File: config.mk
export PLATFORM = sky130hd
export DESIGN_NAME = mshc_controller
export DESIGN_NICKNAME = d
export VERILOG_FILES = /design/src/rtl/core/mshc_pkg.sv /design/src/rtl/core/mshc_controller.sv
export VERILOG_INCLUDE_DIRS = /design/src /design/src/rtl/core
export SDC_FILE = /design/constraint.sdc
export NUM_CORES = 1
export LEC_CHECK = 0
export ABC_CLOCK_PERIOD_IN_PS = 1500
export BUFFER_PORTS_ARGS = -buffer_cell sky130_fd_sc_hd__buf_4
export CORE_AREA = 2 2 39 41
export CTS_CLUSTER_DIAMETER = 120
export CTS_CLUSTER_SIZE = 14
export DETAILED_ROUTE_END_ITERATION = 10
export DIE_AREA = 0 0 41 43
export SETUP_SLACK_MARGIN = 0.5
export SLEW_MARGIN = 20
export SYNTH_ARGS = -nofsm -noshare
export SYNTH_HDL_FRONTEND = slang
export SYNTH_SLANG_ARGS = --single-unit
File: constraint.sdc
create_clock -name clk -period 1.5 [get_ports clk]
set_input_delay 0.3 -clock clk [delete_from_list [all_inputs] [get_ports clk]]
set_output_delay 0.3 -clock clk [all_outputs]
set_load 0.02 [all_outputs]
File: src/rtl/core/multichannel_sample_histogram_core_defines.svh
// ----------------------------------------------------------------------------
// Assertion macros shared by the histogram core.
// ----------------------------------------------------------------------------
`ifndef MULTICHANNEL_SAMPLE_HISTOGRAM_CORE_DEFINES_SVH
`define MULTICHANNEL_SAMPLE_HISTOGRAM_CORE_DEFINES_SVH

// The consequent must hold in the same cycle as the antecedent.
`define MSHC_ASSERT_SAME(label, clk, rst_n, ante, cons) \
    label: assert property (@(posedge clk) disable iff (!rst_n) (ante) |-> (cons)) \
        else $error("histogram core assertion failed");

// The consequent must hold in the cycle after the antecedent.
`define MSHC_ASSERT_NEXT(label, clk, rst_n, ante, cons) \
    label: assert property (@(posedge clk) disable iff (!rst_n) (ante) |=> (cons)) \
        else $error("histogram core assertion failed");

`endif

File: src/rtl/core/mshc_pkg.sv
// ----------------------------------------------------------------------------
// mshc_pkg
// Types, sizes, codes and helpers shared by the histogram core.
// ----------------------------------------------------------------------------
`default_nettype none

package mshc_pkg;

    // Store geometry.
    localparam int CHANNELS  = 64;
    localparam int BINS      = 4096;
    localparam int CH_W      = $clog2(CHANNELS);
    localparam int BIN_W     = $clog2(BINS);
    localparam int ADDR_W    = CH_W + BIN_W;
    localparam int MEM_DEPTH = CHANNELS * BINS;

    // Counters.
    localparam int CNT_W = 32;
    localparam logic [CNT_W-1:0] COUNT_MAX       = '1;
    localparam logic [CNT_W-1:0] THRESHOLD_RESET = CNT_W'(100);

    // Action codes of an input word.
    localparam int ACT_W = 2;
    localparam logic [ACT_W-1:0] ACT_ADD   = 2'd0;
    localparam logic [ACT_W-1:0] ACT_READ  = 2'd1;
    localparam logic [ACT_W-1:0] ACT_RANGE = 2'd2;

    // Controller states.
    typedef enum logic [2:0] {
        ST_CLEAR,
        ST_IDLE,
        ST_ADD_WR,
        ST_READ_DONE,
        ST_SCAN,
        ST_SCAN_DRAIN,
        ST_RANGE_DONE
    } mshc_state_t;

    // Commands from the controller to the datapath.
    typedef struct packed {
        logic clr_wr;
        logic item_ld;
        logic add_wr;
        logic scan_start;
        logic scan_rd;
        logic out_ld_read;
        logic out_ld_range;
    } mshc_cmd_t;

    // Status from the datapath to the controller.
    typedef struct packed {
        logic clr_last;
        logic scan_last;
        logic out_free;
    } mshc_sts_t;

    // Saturating increment of a counter.
    function automatic logic [CNT_W-1:0] sat_inc(input logic [CNT_W-1:0] v);
        return (v == COUNT_MAX) ? v : v + CNT_W'(1);
    endfunction

endpackage

`default_nettype wire

File: src/rtl/core/mshc_controller.sv
// ----------------------------------------------------------------------------
// mshc_controller
// Sequencer for the clearing sweep, add, read and range scan operations.
// ----------------------------------------------------------------------------
`default_nettype none
`include "multichannel_sample_histogram_core_defines.svh"

module mshc_controller (
    input  wire logic                      clk,
    input  wire logic                      rst_n,
    input  wire logic                      in_valid,
    input  wire logic [mshc_pkg::ACT_W-1:0] in_action,
    output logic                           in_ready,
    input  wire mshc_pkg::mshc_sts_t       sts,
    output mshc_pkg::mshc_cmd_t            cmd
);
    import mshc_pkg::*;

    mshc_state_t state_reg;
    mshc_state_t state_next;

    // State register; reset starts the clearing sweep.
    always_ff @(posedge clk or negedge rst_n)
    begin
        if (!rst_n)
        begin
            state_reg <= ST_CLEAR;
        end
        else
        begin
            state_reg <= state_next;
        end
    end

    // Next state and commands.
    always_comb
    begin
        state_next = state_reg;
        cmd        = '0;
        in_ready   = 1'b0;
        case (state_reg)
            ST_CLEAR:
            begin
                cmd.clr_wr = 1'b1;
                if (sts.clr_last)
                begin
                    state_next = ST_IDLE;
                end
            end
            ST_IDLE:
            begin
                in_ready = 1'b1;
                if (in_valid)
                begin
                    case (in_action)
                        ACT_ADD:
                        begin
                            cmd.item_ld = 1'b1;
                            state_next  = ST_ADD_WR;
                        end
                        ACT_READ:
                        begin
                            cmd.item_ld = 1'b1;
                            state_next  = ST_READ_DONE;
                        end
                        ACT_RANGE:
                        begin
                            cmd.scan_start = 1'b1;
                            state_next     = ST_SCAN;
                        end
                        default:
                        begin
                            // An unused action is taken and dropped.
                            state_next = ST_IDLE;
                        end
                    endcase
                end
            end
            ST_ADD_WR:
            begin
                cmd.add_wr = 1'b1;
                state_next = ST_IDLE;
            end
            ST_READ_DONE:
            begin
                if (sts.out_free)
                begin
                    cmd.out_ld_read = 1'b1;
                    state_next      = ST_IDLE;
                end
            end
            ST_SCAN:
            begin
                cmd.scan_rd = 1'b1;
                if (sts.scan_last)
                begin
                    state_next = ST_SCAN_DRAIN;
                end
            end
            ST_SCAN_DRAIN:
            begin
                // The last bin total is compared in this cycle.
                state_next = ST_RANGE_DONE;
            end
            ST_RANGE_DONE:
            begin
                if (sts.out_free)
                begin
                    cmd.out_ld_range = 1'b1;
                    state_next       = ST_IDLE;
                end
            end
            default:
            begin
                state_next = ST_IDLE;
            end
        endcase
    end

    // A result is only loaded into a free output register.
    `MSHC_ASSERT_SAME(a_out_ld_free, clk, rst_n, cmd.out_ld_read || cmd.out_ld_range, sts.out_free)
    // Every add write follows the load that read its old counts.
    `MSHC_ASSERT_SAME(a_add_after_load, clk, rst_n, cmd.add_wr, $past(cmd.item_ld))
    // The scan drains only after its last bin address was issued.
    `MSHC_ASSERT_SAME(a_drain_after_last, clk, rst_n, state_reg == ST_SCAN_DRAIN, $past(sts.scan_last))
    // No word is taken while the clearing sweep runs.
    `MSHC_ASSERT_SAME(a_no_take_in_clear, clk, rst_n, cmd.clr_wr, !in_ready)

endmodule

`default_nettype wire

==> metrics, run 1 <==
die height ~43 um; measured slew at the worst slew-check pin 144 ps; power share of the sequential group 13.9%; Placer Congestion about 0.66; Synth Flop Type dfrtp_1; DRC errors left 0; area share of the largest cell type after synthesis 25.5%; Achievable Freq about 660 MHz; largest cells by area after synthesis dfrtp_1, nand2b_2, nor2_1; Fin Setup TNS -7.01 ps; peak supply drop between 0.6 and 0.7 mV; Psw between 500 and 600 uW; Worst setup SP type flip-flop; antenna viol nets, final 0; total wire length about 900 um; detailed-placement wirelength estimate between 500 and 600 um; Clock H-tree levels 1; Fin. Hold Viols 0; max FFs per register 3; GRT Total Usage 12.2%; Die Area ~1800 sq um; vias in the first global route 338; number of enable flip-flop cells after synthesis 0; crit path DAT 1210 ps; total power 1.23 mW; initial antenna violation count 0; Ant. Diodes 0; post-synth cell types 23; critical path's slowest cell dfrtp_2; CP Max Fanout 4; Gate power share 73.8%; Hold WC Path Type primary input to async pin; PwrDens 1970 nW/um^2; most frequent cells after synthesis nor2_1, dfrtp_1; Synth Area per Inst 8.65 sq um; Area Overhead vs Synth 112%; # port buffers 15; via count 355; Lkg Pwr 0.293 nW; Layout Skew 8.25 ps; Int Power 722 uW; Period minus WS final 1510 ps; Clk pwr share 12.3%; IO Count 16; failing checks negative setup slack; CTS clk-pin slew, worst paths approximately 40 ps; Critical Path RT 1200 ps; initial core utilization 21.2%; worst-path cell chain nor2b_4 -> nand2b_4 -> nor3b_4 -> buf_6; Async SR Flop Fraction 100%; total number of yosys warnings 0; Synth Instances 34; nets@finish 72; FILL cells 141; max_cap viols 0; Mapped Area 294 sq um; Worst path max stage delay roughly 380 ps; CP Class flip-flop to output port; Max Slew Vio Count 0; Slew HR 90.4%; row cnt 14; global-route wire length before repair 1.40 mm; part of the cycle the worst path needs 100%; Initial DRT Pass Iterations 3; post-detailed-route wirelength per cell ~11 um; final-report setup violation count 1; RSZ-0062 raised after global routing yes; #FFs+latches synth 3; cell with the most instances after synthesis nor2_1; total global routing overflow 0; area of the core ~1400 sq um; fraction of layout cells with a size suffix above 1 74.6%; TritonCTS Sinks 3; CTS tree done; Net Count, Synth 42; CTS Buf Count 3; number of DRC markers in iteration 0 2; cell taking the most area after synthesis dfrtp_1; Sw Ratio around two fifths; Die X 41 um; register area share after synthesis 25.5%; fin worst setup slack -7.01 ps; latest clock arrival within the worst-skew pair 250 ps; Root Buffer clkbuf_4; drt via density 4.49; Clock Tree Buf Depth 2; outcome finished, violations left; CP Capture Type output port; largest net degree at the start of global routing 10
[worst paths after layout]
path                                   start           end  slack, ps  cells past startpoint
worst max register to register  state_reg[0]  state_reg[0]        200                      6
worst min register to register  state_reg[1]  state_reg[0]        630                      2
max in group asynchronous              rst_n  state_reg[1]       1000                      2
worst max-delay path            state_reg[0]        cmd[5]         -7                      4
worst min-delay path                   rst_n  state_reg[0]        390                      2
min in group clk                in_action[0]  state_reg[2]        400                      3
[metal layers]
metal  GRT usage [%]  up-vias  part of all wire [%]
li1                -      176                     -
met1            14.7      164                    40
met2            18.1       13                    53
met3               0        2                   4.3
met4            12.0        0                   3.1
met5               0        -                     0
[layout by cell type, fill, tap and decap left out, types with 2 or more instances in the layout]
master and count:
buf_4 17, buf_6 9, clkbuf_4 3, nor3b_2 2, nand2b_4 2, nand2_1 2, nor2_4 2, a21oi_1 2
nand2b_1 2, o21ai_1 2, dfrtp_2 2
[what timing repair did]
action / 4_1_cts / 5_1_grt
hold buffers: 1 / 0
pin swaps: 3 / 2
buffers inserted: 8 / 1
setup endpoints to repair: 10 / 11
gates resized for setup: 12 / 7
gates cloned: 0 / 0
endpoints found under the hold margin: 3 / 0
[cell families after synthesis]
kind of cell / Yosys count / synth area share, %
simple gates: 19 / 44.3
compound gates: 9 / 22.6
flops: 3 / 25.5
buf+inv: 3 / 7.66
[final cells by class]
class	count	area (sq um)	area share, %
Clock buffer	4	26.3	4.22
Inverter	1	3.75	0.602
Multi-Input combinational cell	28	256	41.2
Sequential cell	3	77.6	12.4
Tap cell	16	20.0	3.21
Timing Repair Buffer	27	239	38.4
[per-stage QoR]
stage / hold slack (ps) / utilization, % / instance area [sq um] / instances / worst slack, ps
after detailed placement: 89.5 / 32.9 / 455 / 65 / 157
after global placement: 90.1 / 32.9 / 455 / 65 / 181
after global routing: 407 / 45.0 / 623 / 79 / -63.6
final: 385 / 45.0 / 623 / 79 / -7.01
after CTS: 377 / 42.3 / 586 / 78 / -10.9
after floorplan: 4.41 / - / 330 / 34 / 228
[power by group through the flow]
| stage | clock (mW) | sequential, mW | combinational, mW |
|---|---|---|---|
| 2_1_floorplan | 0 | 0.161 | 0.478 |
| 4_1_cts | 0.157 | 0.166 | 0.834 |
| 6_report | 0.151 | 0.170 | 0.907 |
| 3_5_place_dp | 0 | 0.196 | 0.597 |
| 3_3_place_gp | 0 | 0.197 | 0.591 |
| 5_1_grt | 0.159 | 0.176 | 0.981 |
[worst max-delay path, delay by kind of cell (launching register included)]
kind,cells,cell delay [ps]
flops,1,380
buf+inv,1,140
simple gates,3,440
Power figures use the tool's default switching activity.
==> run 2, diff against run 1 <==
- ABC_AREA: unset -> 1
==> run 2 against run 1 <==
  * The flow still finishes with violations (negative setup slack)
  * Count of clock-buffer cells in the layout unchanged
  * Sequential power increased by 13%
  * Clock skew decreased by 6.6 ps
  * Non-clock buffer count unchanged
  * Largest cell class unchanged
  * Die area unchanged
  * Hold slack improved by 25 ps
  * Critical path type unchanged
  * Core utilization increased by 4.2 points
  * First-iteration DRC count decreased by 50%
  * Fmax increased by 0.37%
  * Critical endpoint is now cmd[1]
  * Combinational power increased by 2%
  * Flip-flop and latch count unchanged
==> metrics, run 2 <==
PwrDens 1840 nW/um^2; Area Overhead vs Synth 109%; number of enable flip-flop cells after synthesis 0; detailed-placement wirelength estimate 631 um; Die X 41 um; CTS clk-pin slew, worst paths 40 ps; CP Capture Type output port; max FFs per register 3; commonest non-fill, non-tap cell in the layout buf_4; Fin Setup TNS -1.52 ps; Die Area 1760 sq um; # port buffers 15; initial core utilization 23.5%; Int Power ~640 uW; #FFs+latches synth 3; Synth Flop Type dfrtp_1; global-route wire length before repair 1.48 mm; RSZ-0062 raised after global routing yes; WL met2 525 um; Clock Tree Buf Depth 2; via count approximately 420; Mapped Area 325 sq um; Async SR Flop Fraction 100%; total global routing overflow 0; met1 wire length 326 um; Net Count, Synth 59; vias in the first global route 397; Achievable Freq approximately 670 MHz; final-report setup violation count 1; Layout Skew 1.62 ps; Hold WC Path Type primary input to async pin; Placer Congestion 0.783; fin worst setup slack -1.52 ps; total wire length 898 um; Slew HR 85.4%; max_cap viols 0; GRT Total Usage 11.9%; cell with the most instances after synthesis nand2_1; fraction of layout cells with a size suffix above 1 67.9%; cell taking the most area after synthesis dfrtp_1; largest cells by area after synthesis dfrtp_1, nand2_1, nand2_2; area share of the largest cell type after synthesis between 20% and 30%; area of the core roughly 1400 sq um; measured slew at the worst slew-check pin 219 ps; power share of the sequential group ~15%; die height 43 um; Critical Path RT 1200 ps; Lkg Pwr 0.344 nW; CP Max Fanout 6; CP Class flip-flop to output port; Clk pwr share 11.1%; Fin. Hold Viols 0; nets@finish 90; part of the cycle the worst path needs 100%; Root Buffer clkbuf_4; Clock H-tree levels 1; failing checks negative setup slack; Sw Ratio approximately 50%; commonest non-fill, non-tap cells in the layout buf_4, nand2_1, inv_1; largest net degree at the start of global routing 7; DRC errors left 0; peak supply drop 0.604 mV; Initial DRT Pass Iterations 2; met3 routed WL about 46 um; most frequent cells after synthesis nand2_1, inv_1, nand2_2, nand3_1, nor2_1; post-detailed-route wirelength per cell between 9 and 10 um; IO Count 16; Synth Area per Inst 6.38 sq um; Synth Instances 51; Max Slew Vio Count 0; drt via density 4.29; total number of yosys warnings 0; outcome finished, violations left; Psw 609 uW; Gate power share between 70% and 80%; latest clock arrival within the worst-skew pair 230 ps; register area share after synthesis 23.1%; total power 1.25 mW; Worst setup SP type flip-flop; Top Layer Used met3; Period minus WS final 1500 ps; CTS tree done; initial antenna violation count 0; antenna viol nets, final 0; Ant. Diodes 0; crit path DAT 1200 ps; row cnt 14; post-synth cell types 13; number of DRC markers in iteration 0 1; CTS Buf Count 3; TritonCTS Sinks 3; R2R setup slack 70 ps
## run 2: changes by cell type in the layout (fill, tap and decap cells not counted), moves of 3 or more
cell / previous run / this run
buf_4: 17 / 22
nand2_1: 2 / 9
buf_6: 9 / 4
nand3_1: 0 / 3
inv_1: 0 / 7
nand2_2: 0 / 5
## run 2: worst paths after layout
check	from	to	cells after the start
max reg2reg	state_reg[2]	state_reg[0]	9
max in group asynchronous	rst_n	state_reg[0]	2
max	state_reg[2]	cmd[1]	3
min reg2reg	state_reg[0]	state_reg[0]	2
min in group clk	sts[2]	state_reg[0]	6
min	rst_n	state_reg[1]	2
## run 2: cell families after synthesis
kind of cell           after synthesis  share of synthesized area [%]
buffers and inverters               12                           16.9
AND/OR/NAND/NOR                     34                           56.9
AO/OA/AOI/OAI                        2                           3.08
flip-flops                           3                           23.1
## run 2: stage by stage
step,worst slack [ps],hold slack (ps),util (%),cell area (sq um),cells
after floorplan,282,4.41,-,400,51
after global placement,63.1,89.7,38.1,527,82
after detailed placement,39.1,90.1,38.1,527,82
after CTS,5.82,399,46.6,644,94
after global routing,-46.6,426,49.2,681,97
final,-1.52,410,49.2,681,97
## run 2: area by class of cell
type	instances	area [sq um]
fillers	140	703
well taps	16	20.0
inverters	11	47.5
repair buffers	27	220
flip-flops and latches	3	78.8
clock buffers	4	26.3
multi-input cells	36	288
## run 2: timing repair
| action | CTS | global route |
|---|---|---|
| pin swaps | 3 | 3 |
| endpoints found under the hold margin | 3 | 0 |
| endpoints found under the setup margin | 11 | 11 |
| hold buffers | 1 | 0 |
| gates cloned | 0 | 0 |
| setup buffers | 7 | 3 |
| resized for setup | 8 | 3 |
## run 2: power by group through the flow
stage	Clock (mW)	Combinational [mW]	Sequential [mW]
6_report	0.139	0.921	0.192
5_1_grt	0.148	0.997	0.199
4_1_cts	0.142	0.851	0.192
3_5_place_dp	0	0.662	0.231
3_3_place_gp	0	0.660	0.229
2_1_floorplan	0	0.537	0.192
## run 2: per-layer routing
layer  up-vias  GRT usage, %
met5         -             0
met4         0          4.00
met3         0          1.57
met2        11          21.6
met1       189          13.0
li1        216             -
## run 2: worst max-delay path, stage by stage (launching register included)
cell	delay, ps
dfrtp_2	470
buf_4	180
nor3_2	160
buf_4	160
==> run 3, diff against run 2 <==
- BUFFER_PORTS_ARGS: -buffer_cell sky130_fd_sc_hd__buf_4 -> -buffer_cell sky130_fd_sc_hd__buf_2
- CTS_CLUSTER_SIZE: 14 -> unset
==> run 3 against run 2 <==
  * The run now ends clean
  * Via count increased by 2.6%
  * Critical path depth decreased by 1
  * Critical path type unchanged
  * Flip-flop and latch count unchanged
  * Highest routed layer unchanged
  * Largest cell class unchanged
  * Core utilization increased by 3.3 points
  * Hold slack got worse by 23 ps
==> metrics, run 3 (synthesized netlist as in run 2, its figures left out) <==
RR Startpoint state_reg[2]; max FFs per register 3; FILL cells about 140; measured slew at the worst slew-check pin around 220 ps; CTS Buf Count 3; Post-Place Worst Slack 27.6 ps; CTS tree done; final-report setup violation count 0; CTS clk-pin slew, worst paths 40 ps; vias in the first global route ~400; Clock H-tree levels 1; R2R setup slack approximately 250 ps; IO Count 16; GRT Total Usage 12.4%; Ant. Diodes 0; Achievable Freq 681 MHz; drt via density 4.36; CP Capture Type output port; DRC errors left 0; Max Slew Vio Count 0; FF-to-FF path depth 8; global-route wire length before repair about 1.5 mm; Cell Count Post-Placement 83; met3 routed WL 38 um; latest clock arrival within the worst-skew pair 230 ps; Post-Layout Cell Count 98; total global routing overflow 0; Worst setup SP type flip-flop; reg-to-reg endpoint state_reg[2]; Hold WC Path Type primary input to async pin; fin worst setup slack about 33 ps; dpl cell area 497 sq um; # port buffers 15; largest net degree at the start of global routing 7; crit path DAT 1170 ps; Die X 41 um; CP Class flip-flop to output port; Top Layer Used met3; peak supply drop around 0.57 mV; PwrDens just under 2000 nW/um^2; total power 1.40 mW; CP Max Fanout 6; commonest non-fill, non-tap cell in the layout buf_6; Placer Congestion 0.740; initial antenna violation count 0; Root Buffer clkbuf_4; met1 wire length 338 um; Lkg Pwr 0.366 nW; Period minus WS final 1470 ps; outcome completed; area of the core 1380 sq um; fraction of layout cells with a size suffix above 1 70.7%; commonest non-fill, non-tap cells in the layout buf_6, nand2_1, buf_4; Die Area roughly 1800 sq um; max_cap viols 0; Area Overhead vs Synth 123%; Slew HR 85.0%; antenna viol nets, final 0; total wire length 916 um; Initial DRT Pass Iterations 2; die height 43 um; detailed-placement wirelength estimate 637 um; WL met2 540 um; row cnt 14; Fin. Hold Viols 0; TritonCTS Sinks 3; post-detailed-route wirelength per cell 9.35 um; Fin Setup TNS 0 ps; Layout Skew 4.44 ps; RSZ-0062 raised after global routing yes; part of the cycle the worst path needs 97.8%; Critical Path RT 1200 ps; nets@finish 91; via count around 430; post-route cell area a little over 700 sq um; initial core utilization 23.5%; Clock Tree Buf Depth 2; number of DRC markers in iteration 0 1
[run 3: where the power goes]
group	internal, mW	total [mW]	switching (mW)
Clock	0.0995	0.139	0.0396
Combinational	0.511	1.07	0.556
Sequential	0.125	0.198	0.0733
[run 3: worst max path at each step]
| stage | start | to | cells past startpoint |
|---|---|---|---|
| floorplan | state_reg[2] | cmd[5] | 2 |
| global placement | state_reg[2] | cmd[0] | 3 |
| detailed placement | state_reg[2] | cmd[0] | 3 |
| CTS | state_reg[2] | cmd[3] | 4 |
| global route | state_reg[0] | cmd[1] | 4 |
| finish | state_reg[2] | cmd[5] | 2 |
[run 3: worst max-delay path, cell delays in order (launching register included)]
cell and delay (ps):
dfrtp_2 480, nor4_4 270, buf_4 180
[run 3: cell type report]
| cell class | count | area, sq um | area share (%) |
|---|---|---|---|
| Tap cell | 16 | 20.0 | 2.75 |
| Timing Repair Buffer | 28 | 240 | 33.0 |
| Inverter | 11 | 46.3 | 6.37 |
| Clock buffer | 4 | 26.3 | 3.61 |
| Multi-Input combinational cell | 36 | 315 | 43.4 |
| Sequential cell | 3 | 78.8 | 10.8 |
[run 3: through the flow]
stage	hold WS [ps]	util, %
floorplan	4.41	-
global placement	97.0	35.9
detailed placement	96.6	35.9
CTS	386	49.8
global route	401	52.5
finish	387	52.5
[run 3: routing by layer]
layer	track usage, %	vias to the layer above
li1	-	222
met1	13.3	194
met2	21.9	11
met3	3.14	0
met4	4.00	0
met5	0	-
[run 3: what timing repair did]
action,in CTS,in global routing
pin swaps,13,6
hold buffers,1,0
setup buffers,9,1
hold endpoints to repair,3,0
gates resized for setup,27,8
setup endpoints to repair,11,11
gates cloned,0,0
